===== config.mk =====
export PLATFORM = sky130hd
export DESIGN_NAME = hsv_percent_to_rgb
export DESIGN_NICKNAME = d
export VERILOG_FILES = /design/src/design/hsvp_pkg.sv /design/src/design/hsv_percent_to_rgb.sv
export SDC_FILE = /design/constraint.sdc
export NUM_CORES = 2
export LEC_CHECK = 0
export BUFFER_PORTS_ARGS = -buffer_cell sky130_fd_sc_hd__buf_4
export CAP_MARGIN = 20
export CORE_MARGIN = 2
export CORE_UTILIZATION = 30
export CTS_CLUSTER_DIAMETER = 40
export DETAILED_ROUTE_END_ITERATION = 10
export SKIP_CTS_REPAIR_TIMING = 1
export SLEW_MARGIN = 20
export SYNTH_ARGS = -nofsm -noshare
export SYNTH_HDL_FRONTEND = slang
export SYNTH_SLANG_ARGS = --single-unit

===== constraint.sdc =====
create_clock -name clk -period 14.2 [get_ports clk]
set_input_delay 2.84 -clock clk [delete_from_list [all_inputs] [get_ports clk]]
set_output_delay 2.84 -clock clk [all_outputs]
set_load 0.02 [all_outputs]

===== src/design/hsvp_pkg.sv =====
// Shared constants, sector codes and fixed-point helpers for the HSV to RGB pipeline.
package hsvp_pkg;

  localparam int HUE_W = 9;
  localparam int PCT_W = 7;
  localparam int CH_W  = 8;
  localparam int SEC_W = 3;

  localparam logic [HUE_W-1:0] HUE_WRAP = 9'd360;
  localparam logic [HUE_W-1:0] SEC_SPAN = 9'd60;
  localparam logic [PCT_W-1:0] PCT_MAX  = 7'd100;
  localparam logic [CH_W-1:0]  CH_MAX   = 8'd255;
  localparam logic [CH_W-1:0]  BRIGHT_RESET = 8'd255;

  // 5243 / 2^19 approximates 1/100 closely enough for numerators below 2^15.
  localparam logic [12:0] RECIP_100 = 13'd5243;

  localparam logic [SEC_W-1:0] SEC_RED_YEL   = 3'd0;
  localparam logic [SEC_W-1:0] SEC_YEL_GRN   = 3'd1;
  localparam logic [SEC_W-1:0] SEC_GRN_CYN   = 3'd2;
  localparam logic [SEC_W-1:0] SEC_CYN_BLU   = 3'd3;
  localparam logic [SEC_W-1:0] SEC_BLU_MAG   = 3'd4;
  localparam logic [SEC_W-1:0] SEC_MAG_RED   = 3'd5;

  typedef logic [CH_W-1:0] chan_t;

  // Exact floor(y / 255) for any 16-bit y below 65280, i.e. whenever the quotient fits in 8 bits.
  function automatic chan_t div255(input logic [15:0] y);
    logic [16:0] sum;
    sum = {1'b0, y} + {9'd0, y[15:8]} + 17'd1;
    return sum[15:8];
  endfunction

  // Clamp a percent to 100, then scale to 0..255 with truncation.
  function automatic chan_t pct_to_byte(input logic [PCT_W-1:0] x);
    logic [PCT_W-1:0] xc;
    logic [14:0]      y;
    logic [27:0]      prod;
    xc   = (x > PCT_MAX) ? PCT_MAX : x;
    y    = {8'd0, xc} * 15'd255;
    prod = {13'd0, y} * {15'd0, RECIP_100};
    return prod[26:19];
  endfunction

endpackage


===== src/design/hsv_percent_to_rgb.sv =====
// Percent HSV to 8-bit RGB converter, four-stage pipeline with brightness scaling.
// Throughput: one beat per cycle; each stage holds while the one after it is full and stalled.
// Stages: percent scaling and hue split, S*rem products, V scaling, sector select and dimming.
// Reset (rst, synchronous): clears all stage valid bits and sets brightness to 255.
module hsv_percent_to_rgb (
  input  logic                        clk,
  input  logic                        rst,
  input  logic                        cfg_we,
  input  logic [hsvp_pkg::CH_W-1:0]   cfg_wdata,
  input  logic                        in_valid,
  output logic                        in_stall,
  input  logic [hsvp_pkg::HUE_W-1:0]  hue,
  input  logic [hsvp_pkg::PCT_W-1:0]  saturation,
  input  logic [hsvp_pkg::PCT_W-1:0]  value,
  output logic                        out_valid,
  input  logic                        out_stall,
  output logic [hsvp_pkg::CH_W-1:0]   red,
  output logic [hsvp_pkg::CH_W-1:0]   green,
  output logic [hsvp_pkg::CH_W-1:0]   blue
);
  import hsvp_pkg::*;

  chan_t brightness;

  // stage valid bits and enables
  logic v1, v2, v3, v4;
  logic en1, en2, en3, en4;

  // stage 1 registers
  chan_t            s1_sat, s1_val, s1_rem;
  logic [SEC_W-1:0] s1_sec;
  // stage 2 registers
  chan_t            s2_val, s2_pf, s2_qf, s2_tf;
  logic [SEC_W-1:0] s2_sec;
  // stage 3 registers
  chan_t            s3_val, s3_p, s3_q, s3_t;
  logic [SEC_W-1:0] s3_sec;

  // stage 1 logic
  logic [HUE_W-1:0] hc;
  logic [SEC_W-1:0] sec_c;
  logic [HUE_W-1:0] sec_base;
  logic [HUE_W-1:0] hrem;
  logic [9:0]       rem17;
  chan_t            rem_c;

  // stage 2 logic
  logic [15:0] prod_q, prod_t;

  // stage 3 logic
  logic [15:0] prod_p3, prod_q3, prod_t3;

  // stage 4 logic
  chan_t       r_sel, g_sel, b_sel;
  logic [15:0] prod_r, prod_g, prod_b;

  assign en4      = !v4 || !out_stall;
  assign en3      = !v3 || en4;
  assign en2      = !v2 || en3;
  assign en1      = !v1 || en2;
  assign in_stall = !en1;
  assign out_valid = v4;

  always_ff @(posedge clk) begin
    if (rst) begin
      brightness <= BRIGHT_RESET;
    end else if (cfg_we) begin
      brightness <= cfg_wdata;
    end
  end

  always_ff @(posedge clk) begin
    if (rst) begin
      v1 <= 1'b0;
      v2 <= 1'b0;
      v3 <= 1'b0;
      v4 <= 1'b0;
    end else begin
      if (en1) v1 <= in_valid;
      if (en2) v2 <= v1;
      if (en3) v3 <= v2;
      if (en4) v4 <= v3;
    end
  end

  // Stage 1: wrap hue, split into sector and scaled remainder, scale percents.
  always_comb begin
    hc = (hue >= HUE_WRAP) ? '0 : hue;
    if (hc < SEC_SPAN) begin
      sec_c = SEC_RED_YEL;
      sec_base = 9'd0;
    end else if (hc < 9'd120) begin
      sec_c = SEC_YEL_GRN;
      sec_base = 9'd60;
    end else if (hc < 9'd180) begin
      sec_c = SEC_GRN_CYN;
      sec_base = 9'd120;
    end else if (hc < 9'd240) begin
      sec_c = SEC_CYN_BLU;
      sec_base = 9'd180;
    end else if (hc < 9'd300) begin
      sec_c = SEC_BLU_MAG;
      sec_base = 9'd240;
    end else begin
      sec_c = SEC_MAG_RED;
      sec_base = 9'd300;
    end
    hrem  = hc - sec_base;
    // rem * 255 / 60 is rem * 17 / 4 exactly
    rem17 = {4'd0, hrem[5:0]} * 10'd17;
    rem_c = rem17[9:2];
  end

  always_ff @(posedge clk) begin
    if (en1) begin
      s1_sat <= pct_to_byte(saturation);
      s1_val <= pct_to_byte(value);
      s1_sec <= sec_c;
      s1_rem <= rem_c;
    end
  end

  // Stage 2: S*rem and S*(255-rem), form the three V multipliers.
  assign prod_q = {8'd0, s1_sat} * {8'd0, s1_rem};
  assign prod_t = {8'd0, s1_sat} * {8'd0, CH_MAX - s1_rem};

  always_ff @(posedge clk) begin
    if (en2) begin
      s2_val <= s1_val;
      s2_sec <= s1_sec;
      s2_pf  <= CH_MAX - s1_sat;
      s2_qf  <= CH_MAX - div255(prod_q);
      s2_tf  <= CH_MAX - div255(prod_t);
    end
  end

  // Stage 3: scale by V. Zero saturation makes p, q and t all equal V.
  assign prod_p3 = {8'd0, s2_val} * {8'd0, s2_pf};
  assign prod_q3 = {8'd0, s2_val} * {8'd0, s2_qf};
  assign prod_t3 = {8'd0, s2_val} * {8'd0, s2_tf};

  always_ff @(posedge clk) begin
    if (en3) begin
      s3_val <= s2_val;
      s3_sec <= s2_sec;
      s3_p   <= div255(prod_p3);
      s3_q   <= div255(prod_q3);
      s3_t   <= div255(prod_t3);
    end
  end

  // Stage 4: route levels by sector, then dim by brightness.
  always_comb begin
    unique case (s3_sec)
      SEC_RED_YEL: begin
        r_sel = s3_val; g_sel = s3_t;   b_sel = s3_p;
      end
      SEC_YEL_GRN: begin
        r_sel = s3_q;   g_sel = s3_val; b_sel = s3_p;
      end
      SEC_GRN_CYN: begin
        r_sel = s3_p;   g_sel = s3_val; b_sel = s3_t;
      end
      SEC_CYN_BLU: begin
        r_sel = s3_p;   g_sel = s3_q;   b_sel = s3_val;
      end
      SEC_BLU_MAG: begin
        r_sel = s3_t;   g_sel = s3_p;   b_sel = s3_val;
      end
      default: begin
        r_sel = s3_val; g_sel = s3_p;   b_sel = s3_q;
      end
    endcase
  end

  assign prod_r = {8'd0, r_sel} * {8'd0, brightness};
  assign prod_g = {8'd0, g_sel} * {8'd0, brightness};
  assign prod_b = {8'd0, b_sel} * {8'd0, brightness};

  always_ff @(posedge clk) begin
    if (en4) begin
      red   <= div255(prod_r);
      green <= div255(prod_g);
      blue  <= div255(prod_b);
    end
  end

endmodule

# After elaboration in Yosys (flattened, before gate mapping)
# Cells that the tools add are included.
op_classes:
  reduce_logical: 17
  magnitude_cmp: 8
  mux: 15
  n_mul: 13
  div: 0
  shifts: 0
  n_addsub: 21
  bitwise_logic: 0
  n_eq_ne: 4
op_table:
  columns: ["cell", "count"]
  rows:
  - ["$add 16x1->16 const B", 8]
  - ["$add 16x8->16", 8]
  - ["$mul 8x8->16", 8]
  - ["$pmux 8 s3", 3]
  - ["$mul 15x13->27 const B", 2]
  - ["$sub 8x8->8 const A", 4]
  - ["$mul 7x8->15 const B", 2]
  - ["$mux 6", 4]
  - ["$lt 9x8->1 const B", 2]
  - ["$gt 7x7->1 const B", 2]
  - ["$mux 7", 2]
  - ["$mul 6x5->10 const B", 1]
  - ["$reduce_or 2->1", 5]
  - ["$ge 9x9->1 const B", 1]
  - ["$lt 9x6->1 const B", 1]
  - ["$lt 9x7->1 const B", 1]
  - ["$lt 9x9->1 const B", 1]
  - ["$mux 9", 1]
  - ["$eq 3x2->1 const B", 2]
  - ["$logic_not 1->1", 6]
  - ["$sub 6x6->6", 1]
  - ["$mux 5", 1]
  - ["$logic_or 1x1->1", 4]
  - ["$mux 2", 2]
  - ["other kinds (5)", 6]
totals:
  mem_bits_rw: 0
  reg_bits: 133
  romBits: 0
  word_cells: 102
  output_inout_bits: 26
  inputBits: 36
  latch_bits: 0
  memories: 0

# Depth between registers and ports, before layout
logic_depth:
  word_depth: 10
  depth_mapped: 39
  ltp_nobuf: 39

# Least setup slack after synthesis
# OpenSTA, ideal clock, no wires.
synth_path:
  path_kind: "input port to flip-flop"
  start: "in saturation[5] (netlist name)"
  end: "reg s1_sat[7], data pin"
  required_time_ps: 13938
  stages: 34
  setup_time_ps: 262
  arrival_ps: 11406
  path_slack_ps: 2532
  n_path_buf: 0
  cell_sequence: "and2_1 o31ai_1 nand2_1 inv_1 fa_1 inv_1 fa_1 inv_1 fa_1 inv_1 fa_1 inv_1 ha_1 a2111oi_0 o41a_2 o21ai_0 o21a_1 xor2_1 ha_1 fa_1 fa_1 fa_1 inv_1 fa_1 inv_1 ha_1 and4_1 o211a_1 a211oi_1 o211ai_1 a31o_2 a21o_1 a21oi_1 xor2_1"
synth_between:
  elab_chain_cells: 4
synth_rtl:
  columns: ["element", "line", "source"]
  rows:
  - ["start, declared", "hsv_percent_to_rgb.sv:13", "input logic [hsvp_pkg::PCT_W-1:0] saturation,"]
  - ["$gt 7x7->1", "hsvp_pkg.sv:39", "xc = (x > PCT_MAX) ? PCT_MAX : x;"]
  - ["$mux 7 *", "hsvp_pkg.sv:39", null]
  - ["$mul 7x8->15 *", "hsvp_pkg.sv:40", "y = {8'd0, xc} * 15'd255;"]
  - ["$mul 15x13->27 *", "hsvp_pkg.sv:41", "prod = {13'd0, y} * {15'd0, RECIP_100};"]
  - ["end signal, assigned", "hsv_percent_to_rgb.sv:116", "s1_sat <= pct_to_byte(saturation);"]
  - ["end, declared", "hsv_percent_to_rgb.sv:30", "chan_t s1_sat, s1_val, s1_rem;"]
# Mark *: on every way between the ends. The rest lies on a longest branch, timed or not.
# A chain may end at the register's enable or synchronous reset.

# Final worst setup path
layout_path:
  start: "in value[4] (netlist name)"
  end: "reg s1_val[6], data pin"
layout_between:
  elab_chain_cells: 4
layout_rtl:
  columns: ["element", "line", "source"]
  rows:
  - ["start, declared", "hsv_percent_to_rgb.sv:14", "input logic [hsvp_pkg::PCT_W-1:0] value,"]
  - ["$gt 7x7->1", "hsvp_pkg.sv:39", null]
  - ["$mux 7 *", "hsvp_pkg.sv:39", null]
  - ["$mul 7x8->15 *", "hsvp_pkg.sv:40", null]
  - ["$mul 15x13->27 *", "hsvp_pkg.sv:41", null]
  - ["end signal, assigned", "hsv_percent_to_rgb.sv:117", "s1_val <= pct_to_byte(value);"]
  - ["end, declared", "hsv_percent_to_rgb.sv:30", null]
# Marks and branches as above.

==> reports/results.ini <==
[sta]
relSlewSlack_pct=28.3
tightest_slew_ns=1.07
period_share_pct=85.7
worst_hold_slack_ns=0.418
finalCriticalPeriod_ns=12.17
tns_ns=0
skew_ns=0.0122
rsz0062_at_grt=false
fmax_mhz=82.2
hold_viol=0
setup_viol=0
slew_violations=0

[detailed_routing]
dr.pass1.iters=5
drt_iter0_markers=1044
drc=0
antenna_left=0
viasPerCell=4.60
num_vias=24100
routed_wl_mm=69.7
wire_per_inst_um=13.3

[final_layout]
layout_commonest_cell=inv_1
multi_input_area_mm2=0.0268
layout-drive-gt1-share_pct=4.10
final_cell_mix=inv_1, ha_1, fa_1
fin_util_pct=32.7
design_area_mm2=0.0366
syn2layout_area_growth_pct=8.37
antennaDiodeCount=0
num-fill-cells=11700
final_net_count=4819
seqCellArea_mm2=0.00387

[global_routing]
grt_antenna_before_repair=0
grt_start_max_net_pins=38
grt_pass1_vias=25300
grtUsageTotal_pct=12.7
grt_pass1_wl_mm=123
gr-total-overflow=0

[worst_setup_path]
start_kind=input port
crit_path_frequent_cell=fa_1
cp_slowest_cell=fa_1
worst-path-max-fanout=8
critPathMaxStageDelay_ns=0.63
cp.required_ns=14.41
path_class=input port to flop
cp.arrival_ns=12.38
critical_path.endpoint_type=flop

[synth]
synth_edf_count=121
ys_warn_count=0
netlist_area_mm2=0.0338
synthCells=3698
ys_seq_area_share_pct=11.5
synth_nets=4796
avgSynthCellArea_um2=9.13
ys_ff_latch=133
synth_cell_types=85
ys.flop_type=edfxtp_1
synthArstFlopShare_pct=0

[placement]
dp.final_hpwl_mm=58.4
post_dp_cell_area_mm2=0.0360
io_buffers=61
routabilityCongestion=0.849

[outcome]
status=completed

[clock_network]
clkSinkCount=133
clk_pin_slew_ns=0.05
cts_tree=built
cts.path.max_buffers=2
clock-root-buffer=clkbuf_16
clk_latency_ns=0.47
htreeDepth=4
cts_buffers=17

[die]
rows=123
io_pins=62
die-area_mm2=0.115
die_w_um=340
coreArea_mm2=0.112
die_h_um=340
start_util_pct=30.1

[run]
maxCapViolations=0

[hold_path]
hp-class=flop to flop

## worst max-delay path, delay by kind of cell
family	cells	cell delay, ns
xor+xnor	2	0.80
compound gates	9	2.58
simple gates	5	0.72
buf+inv	7	0.66
fa+ha+maj	11	4.78
## Yosys cell counts (43+ instances only)
cell type / number / area, um^2
a21o_1: 57 / 428
a21oi_1: 127 / 636
and2_1: 235 / 1470
clkbuf_1: 67 / 251
edfxtp_1: 121 / 3630
fa_1: 442 / 8850
ha_1: 620 / 7760
inv_1: 750 / 2820
nand2_1: 353 / 1330
nand2b_1: 43 / 269
nor2_1: 146 / 548
o21ai_0: 77 / 385
xnor2_1: 125 / 1090
xor2_1: 75 / 657
## state kept, by name (all words and copies together), names as in the netlist, 3 cells and up
register,flops
s2_sec,3
brightness,8
red,8
s1_sec,3
s1_val,8
s3_val,8
s1_rem,8
s2_tf,8
s2_val,8
s3_t,8
s2_qf,8
s3_p,8
blue,8
s3_sec,3
s1_sat,8
s3_q,8
green,8
s2_pf,8
## per-stage QoR
| step | std cells | worst slack [ns] |
|---|---|---|
| after detailed placement | 5202 | 1.49 |
| final | 5233 | 2.03 |
| after floorplan | 3698 | 2.53 |
| after CTS | 5233 | 2.01 |
| after global placement | 5202 | 1.71 |
| after global routing | 5233 | 1.26 |
## final timing paths
kind,slack (ns),start,endpoint,cells past startpoint
max,2.03,value[4],s1_val[6],34
min,0.42,s1_val[4],s2_val[4],0
max reg2reg,5.28,s3_sec[0],red[6],27
min reg2reg,0.42,s1_val[4],s2_val[4],0
## layout make-up
cell class	count	area share, %
Multi-Input combinational cell	2735	73.2
Tap cell	1500	5.13
Clock buffer	17	1.16
Clock inverter	14	0.571
Sequential cell	133	10.6
Inverter	754	7.73
Timing Repair Buffer	80	1.64
## cell families after synthesis
logic type	count (synthesis)	share of synthesized area, %
adder cells (fa/ha/maj)	1062	49.2
buffers and inverters	830	9.24
flip-flops	133	11.5
XOR/XNOR	203	5.35
AO/OA/AOI/OAI	481	9.74
multiplexers	34	1.02
AND/OR/NAND/NOR	955	14.0
## metal layers
metal | vias up | global-route usage, % | share of wire, %
li1 | 12000 | - | -
met1 | 11700 | 16.9 | 49
met2 | 251 | 22.1 | 48
met3 | 49 | 1.46 | 2.2
met4 | 0 | 2.45 | 1.1
met5 | - | 0 | 0
Power is left out: the tool's default activity adds up to more than one toggle a clock period on the data nets, which glitch-free logic cannot reach.
